==> src/rtl/fpmm_pkg.sv <==
// ----------------------------------------------------------------------------
// fpmm_pkg
// Types and constants shared by the floating-point min/max block.
// ----------------------------------------------------------------------------
package fpmm_pkg;

	localparam logic [63:0] S_QNAN = 64'h0000_0000_7fc0_0000;
	localparam logic [63:0] S_SNAN = 64'h0000_0000_7f80_0001;
	localparam logic [63:0] D_QNAN = 64'h7ff8_0000_0000_0000;
	localparam logic [63:0] D_SNAN = 64'h7ff0_0000_0000_0001;

	typedef struct packed {
		logic        req_type;
		logic        is_double;
		logic [63:0] operand_a;
		logic [63:0] operand_b;
	} req_t;

	typedef struct packed {
		logic [63:0] result_bits;
		logic        invalid_flag;
	} rsp_t;

endpackage

==> src/rtl/fpmm_core.sv <==
// ----------------------------------------------------------------------------
// fpmm_core
// Combinational min/max select with zero, NaN and compare handling.
// ----------------------------------------------------------------------------
module fpmm_core (
	input  fpmm_pkg::req_t req,
	output fpmm_pkg::rsp_t rsp
);

	logic [63:0] a, b, r;
	logic        sa, sb, az, bz, an, bn, as_, bs_, lt_mag, eq, le;

	always_comb begin
		if (req.is_double) begin
			a   = req.operand_a;
			b   = req.operand_b;
			sa  = a[63];
			sb  = b[63];
			az  = (a[62:0] == 63'd0);
			bz  = (b[62:0] == 63'd0);
			an  = (a[62:52] == 11'h7ff) && (a[51:0] != 52'd0);
			bn  = (b[62:52] == 11'h7ff) && (b[51:0] != 52'd0);
			as_ = an && !a[51];
			bs_ = bn && !b[51];
		end else begin
			a   = {32'd0, req.operand_a[31:0]};
			b   = {32'd0, req.operand_b[31:0]};
			sa  = a[31];
			sb  = b[31];
			az  = (a[30:0] == 31'd0);
			bz  = (b[30:0] == 31'd0);
			an  = (a[30:23] == 8'hff) && (a[22:0] != 23'd0);
			bn  = (b[30:23] == 8'hff) && (b[22:0] != 23'd0);
			as_ = an && !a[22];
			bs_ = bn && !b[22];
		end
		lt_mag = (a < b);
		eq     = (a == b);
		// ordered quiet a <= b
		if (an || bn)
			le = 1'b0;
		else if (sa != sb)
			le = sa || (az && bz);
		else
			le = eq || (sa != lt_mag);

		if (az && bz) begin
			if (req.req_type) r = (!sa && sb) ? a : b;
			else              r = (sa && !sb) ? a : b;
		end else if (an && bn) begin
			if (as_ || bs_) r = req.is_double ? fpmm_pkg::D_SNAN : fpmm_pkg::S_SNAN;
			else            r = req.is_double ? fpmm_pkg::D_QNAN : fpmm_pkg::S_QNAN;
		end else if (bn) begin
			r = a;
		end else if (an) begin
			r = b;
		end else if (req.req_type) begin
			r = le ? b : a;
		end else begin
			r = le ? a : b;
		end
		rsp.result_bits  = r;
		rsp.invalid_flag = as_ || bs_;
	end

endmodule

==> src/rtl/fp_min_max.sv <==
// ----------------------------------------------------------------------------
// fp_min_max
// Floating-point minimum/maximum, binary32 and binary64, valid/ready channels.
// ----------------------------------------------------------------------------
// Pipeline: input register, then result register; the request is held in the
// input register while the combinational core computes the result.
// Throughput: one transaction per cycle while out_ready is not held low; the
// compare/select between the two registers is combinational.
// Reset clears only the two valid bits; payload registers are not reset.
// ----------------------------------------------------------------------------
module fp_min_max (
	input  logic           clk,
	input  logic           arst_n,
	input  logic           in_valid,
	output logic           in_ready,
	input  fpmm_pkg::req_t in_data,
	output logic           out_valid,
	input  logic           out_ready,
	output fpmm_pkg::rsp_t out_data
);

	fpmm_pkg::req_t req_s1;
	logic           vld_s1;
	fpmm_pkg::rsp_t rsp_c, rsp_s2;
	logic           vld_s2;
	logic           adv_s2;

	// Stage 2 takes a new result when empty or being drained this cycle.
	assign adv_s2   = !vld_s2 || out_ready;
	// Stage 1 moves whenever stage 2 can take it.
	assign in_ready = !vld_s1 || adv_s2;

	always_ff @(posedge clk or negedge arst_n) begin
		if (!arst_n) begin
			vld_s1 <= 1'b0;
			vld_s2 <= 1'b0;
		end else begin
			if (in_ready) vld_s1 <= in_valid;
			if (adv_s2)   vld_s2 <= vld_s1;
		end
	end

	always_ff @(posedge clk) begin
		if (in_ready && in_valid) req_s1 <= in_data;
		if (adv_s2 && vld_s1)     rsp_s2 <= rsp_c;
	end

	fpmm_core u_core (
		.req(req_s1),
		.rsp(rsp_c)
	);

	assign out_valid = vld_s2;
	assign out_data  = rsp_s2;

	// A held result must not change while it waits.
	a_hold: assert property (@(posedge clk) disable iff (!arst_n)
		out_valid && !out_ready |=> out_valid && $stable(out_data))
		else $error("result changed while stalled");
	// Stage 1 content cannot be dropped while stage 2 stalls.
	a_nodrop: assert property (@(posedge clk) disable iff (!arst_n)
		vld_s1 && !adv_s2 |=> vld_s1 && $stable(req_s1))
		else $error("stage 1 lost");
	// Input ready only ever falls with both stages full.
	a_ready: assert property (@(posedge clk) disable iff (!arst_n)
		!in_ready |-> vld_s1 && vld_s2 && !out_ready)
		else $error("ready low without backpressure");

endmodule
==> config.mk <==
export PLATFORM = sky130hd
export DESIGN_NAME = fp_min_max
export DESIGN_NICKNAME = d
export VERILOG_FILES = /design/src/rtl/fpmm_pkg.sv /design/src/rtl/fpmm_core.sv /design/src/rtl/fp_min_max.sv
export SDC_FILE = /design/constraint.sdc
export NUM_CORES = 1
export LEC_CHECK = 0
export BUFFER_PORTS_ARGS = -buffer_cell sky130_fd_sc_hd__buf_2
export CORE_ASPECT_RATIO = 1.25
export CORE_MARGIN = 2
export CORE_UTILIZATION = 50
export CTS_CLUSTER_SIZE = 12
export DETAILED_ROUTE_END_ITERATION = 7
export PLACE_DENSITY = 0.77
export SYNTH_ARGS = -nofsm -noshare
export SYNTH_HDL_FRONTEND = slang
export SYNTH_SLANG_ARGS = --single-unit
export TNS_END_PERCENT = 1
==> constraint.sdc <==
create_clock -name clk -period 4.5 [get_ports clk]
set_clock_uncertainty 0.1 [all_clocks]
set_input_delay 0.9 -clock clk [delete_from_list [all_inputs] [get_ports clk]]
set_output_delay 0.9 -clock clk [all_outputs]
set_load 0.005 [all_outputs]
Yosys cells after proc, flatten, opt, wreduce, memory -nomap -nowiden
Cells that the tools add are included.
{ "word_totals": {"ff_bits": 197, "output_inout_bits": 67, "word_cells": 77} }
{ "classes": {"n_lt_le_gt_ge": 1, "n_eq_ne": 7, "n_mux": 25, "reduce_logical": 36} }
{ "op_table": {"columns": ["op", "n"], "rows": [
  ["64-bit two-way mux", 13],
  ["63-bit zero test", 2],
  ["63-bit two-way mux", 2],
  ["52-bit nonzero test", 2],
  ["64-bit == test", 1],
  ["64-bit < comparator", 1],
  ["31-bit zero test", 2],
  ["23-bit nonzero test", 2],
  ["11-bit == test, second input constant", 2],
  ["8-bit == test, second input constant", 2],
  ["1-bit logical AND", 14],
  ["1-bit two-way mux", 10],
  ["1-bit zero test", 8],
  ["1-bit logical OR", 6],
  ["1-bit inequality test", 2]
]} }

Longest topological paths before layout
{ "logic_depth": {"ltp_word": 12, "mapped_depth": 17} }

Modules after synthesis
From an unflattened synthesis, not the netlist that was laid out.
{ "hier_totals": {"hier_cells": 812, "hier_area_um2": 9725.6} }
{ "modules_own_cells": {"columns": ["module", "instances", "cells_per_inst", "area_per_inst_um2", "seq_area_each_um2"], "rows": [
  ["fp_min_max", 1, 203, 5959.5, 5905.7],
  ["fpmm_core", 1, 609, 3766.1, 0.0]
]} }

Worst setup path after synthesis
Ideal clock, no wire load.
{ "synth_timing": {"kind": "input to register", "start": "input out_ready", "end": "register req_s1[0] in the netlist's numbering, enable pin", "setup_ns": 0.505, "arrival_time_ns": 4.067, "t_required_ns": 3.895, "slack_ns": -0.172, "stages": 2, "n_path_buf": 0, "cell_sequence": "nand3b_1 -> and2_1"} }
{ "synth_via": {"elab_chain_len": 3} }
{ "synth_lines": {"columns": ["item", "line_no", "source"], "rows": [
  ["from (decl)", "fp_min_max.sv:18", "input logic out_ready,"],
  ["1-bit logical OR", "fp_min_max.sv:29", "assign adv_s2 = !vld_s2 || out_ready;"],
  ["1-bit logical OR", "fp_min_max.sv:31", "assign in_ready = !vld_s1 || adv_s2;"],
  ["1-bit logical AND", "fp_min_max.sv:44", "if (in_ready && in_valid) req_s1 <= in_data;"],
  ["to (signal assigned)", "fp_min_max.sv:44", null],
  ["to (decl)", "fp_min_max.sv:22", "fpmm_pkg::req_t req_s1;"]
]} }
Every way passes these cells.
A chain may end at the register's enable or synchronous reset.

==> key figures <==
Timing
  • Slew Limit Fails: 0
  • Period Utilization, post-route: 92.65%
  • Final setup fails: 0
  • WHS: 0.1414 ns
  • Max Freq: 239.9 MHz
  • Setup WS post-layout: 0.3309 ns
  • Relative slew slack: 40.96%
  • Fin crit period: 4.169 ns
  • Hold Violations, Final: 0
  • Worst slew pin tran: 0.8857 ns

Clock network
  • Root buf cell: clkbuf_16
  • Clk slew on worst S/H paths: 0.07 ns
  • Max clock buf depth: 2
  • Clock sink count: 197
  • TritonCTS clock tree: done
  • Worst-skew pair later-pin latency: 0.43 ns
  • TritonCTS Buffers: 17
  • H-Tree Depth: 4

Cells and area
  • Fillers: 1,614
  • Design area: 11,690 sq um
  • Commonest cells after routing, fill and taps aside: 200 x buf_2, 195 x edfxtp_1, 66 x nand2_1
  • Area grow syn2layout: 19.38%
  • Share of layout cells above drive strength 1: 26.21%
  • Commonest non-fill, non-tap cell in the layout: buf_2
  • Nets: 1,198

Routing
  • Post-route ant nets: 0
  • Detailed-route vias per instance: 5.763
  • Drt total wl: 24,220 um
  • Vias: 7,359
  • Routed len/inst: 18.97 um
  • DRC: 0
  • DR iter-0 viols: 588
  • DR pass1 iterations: 5

Worst setup path
  • Crit path DAT: 4.34 ns
  • Setup crit end: out_data[36]
  • Worst r2r path cells: 14
  • Reg2Reg Setup Slack: 0.33 ns
  • Crit path kind: reg2reg
  • Crit Path Max Fanout: 89
  • CP endpoint kind: register
  • Element type at the critical path start: register
  • R2R Path End: out_data[36]
  • Worst r2r src: req_s1[128]
  • CP Launch Point: req_s1[128]
  • CP required: 4.67 ns

GRT
  • Largest net degree at the start of global routing: 90
  • Antenna violations before repair: 0
  • Gr usage total: 23.71%
  • First-pass GRT wire length: 37,490 um
  • Vias in the first global route: 7,268
  • Grt ovf: 0

Placement
  • Port Buffer Count: 200
  • Post-place setup slack: 0.3491 ns
  • Final weighted congestion in routability-driven placement: 0.9211
  • Placed instance area: 11,150 sq um
  • HPWL Detailed: 17,930 um

Power
  • Peak supply drop: 0.0002539 V
  • Sequential share of power: 52.6%
  • Final Power: 4.440 mW
  • Int Power: 3.249 mW
  • Clock power frac: 31.6%
  • Leak: 4.777 nW
  • Comb power frac: 15.8%
  • NetSw: 1.191 mW
  • Power per cell area: 379.8 nW/um^2
  • Switching share of power: 26.83%

Yosys
  • Most common flop cell mapped by yosys: edfxtp_1
  • Leading area contributor after synthesis: edfxtp_1
  • Sequential share of the synthesized area: 60.31%
  • Synth Warn #: 0
  • Seq cells post-synth: 197
  • Synth area leaders: edfxtp_1 60%, ha_1 8.3%, nand4_1 3.4%, nand3_1 2.9%, nand2_1 2.5%
  • Synth Cell Area: 9792 sq um
  • Top cell type's share of synthesized area: 59.80%
  • Distinct cell type count after synthesis: 65
  • Cells after synthesis: 793
  • Post-synth ARST share: 1.015%
  • Syn_area_per_cell: 12.35 sq um
  • Syn nets: 992
  • Number of synthesized flops with an enable pin: 195

Floorplanning
  • Chip height: 160.5 um
  • Rows: 57
  • Die W: 129.2 um
  • Boundary Pins: 201
  • Core area: 19,330 sq um
  • Initial core utilization: 50.66%
  • Die area: 20,730 sq um

Status
  • Outcome: finished clean

Min path
  • Worst hold path class: in2async

Job
  • Maxcap violations: 0
## cell type report
class | instances | area (sq um) | share of cell area [%]
Clock buffer | 18 | 429.2 | 3.671
Tap cell | 265 | 331.6 | 2.836
Inverter | 48 | 180.2 | 1.541
Clock inverter | 13 | 100.1 | 0.8563
Multi-Input combinational cell | 520 | 3590 | 30.71
Antenna cell | 1 | 2.502 | 0.02141
Timing Repair Buffer | 215 | 1151 | 9.847
Sequential cell | 197 | 5906 | 50.52
## cell families (layout without fill, tap and decap cells)
| logic type | Yosys count | in the layout | synth area share [%] |
|---|---|---|---|
| XOR/XNOR | 1 | 1 | 0.08946 |
| buffers and inverters | 76 | 294 | 3.194 |
| multiplexers | 21 | 21 | 2.159 |
| AO/OA/AOI/OAI | 134 | 134 | 9.622 |
| flip-flops | 197 | 197 | 60.31 |
| adder cells (fa/ha/maj) | 65 | 65 | 8.306 |
| AND/OR/NAND/NOR | 299 | 299 | 16.32 |
| other | 0 | 1 | 0 |
## timing repair
action                                  4_1_cts  5_1_grt
gates resized for setup                       0        1
hold buffers                                  0        0
endpoints found under the setup margin        0       25
buffers inserted                              0        1
## registers in the layout, summed over array words and instances (netlist names)
| signal | cells |
|---|---|
| out_data | 65 |
| out_valid | 1 |
| req_s1 | 130 |
| vld_s1 | 1 |
## cell usage after synthesis (3+ instances only)
cell        n
a21o_1     20
o211ai_1    8
nand3_1    56
mux2i_1    20
buf_6       3
nand4_1    53
o311ai_1    3
nor2_1     17
inv_1      48
a21oi_1    23
nor3_1     15
o21ai_0    32
and2_1     33
a21oi_2     3
o21ai_1     6
edfxtp_1  195
nand2_1    66
a31oi_1     3
nor4_1     33
ha_1       65
buf_2       4
clkbuf_1   17
buf_1       4
nand2b_1    7
o221a_1     7
## layer usage
layer  part of all wire [%]  GRT usage [%]  vias up  wire length (um)
li1                       -              -     3497                 -
met1                     39          28.72     3506              9439
met2                     52          42.42      314             12680
met3                    6.1          4.031       42              1488
met4                    2.5          8.004        0               611
met5                      0              0        -                 0
## worst max-delay path: stages, from the launching register on
cell and delay [ns]:
edfxtp_1 0.37, buf_12 0.29, nand2_1 0.18, ha_1 0.33
a211oi_1 0.21, nor2_1 0.07, o21ai_0 0.15, nand4_1 0.12
a222oi_1 0.59, nand4_1 0.29, a32oi_2 0.41, o21ai_4 0.12
nand2_2 0.28, buf_4 0.23, mux2i_1 0.22
## power by group through the flow
stage          clock [mW]  sequential [mW]  combinational (mW)
3_3_place_gp            0             2.37               0.680
2_1_floorplan           0             2.35               0.427
5_1_grt              1.50             2.35               0.781
6_report             1.40             2.34               0.702
3_5_place_dp            0             2.37               0.699
4_1_cts              1.42             2.34               0.700
## how the worst min path moves through the flow
| stage | from | to | slack (ns) | cells after the start |
|---|---|---|---|---|
| after floorplan | vld_s1 | out_valid | 0.35 | 1 |
| after global placement | vld_s1 | out_valid | 0.37 | 1 |
| after detailed placement | vld_s1 | out_valid | 0.38 | 1 |
| after CTS | arst_n | vld_s1 | 0.13 | 1 |
| after global routing | arst_n | vld_s1 | 0.12 | 1 |
| final | arst_n | vld_s1 | 0.14 | 1 |
## metrics by stage
step           TNS, ns  util (%)  cells
2_1_floorplan        0         -    793
3_3_place_gp         0     57.67   1244
3_5_place_dp         0     57.67   1244
4_1_cts              0     60.41   1275
5_1_grt        -0.1081     60.47   1276
6_report             0     60.48   1277
Note: power is estimated with default switching activity, not from simulation.
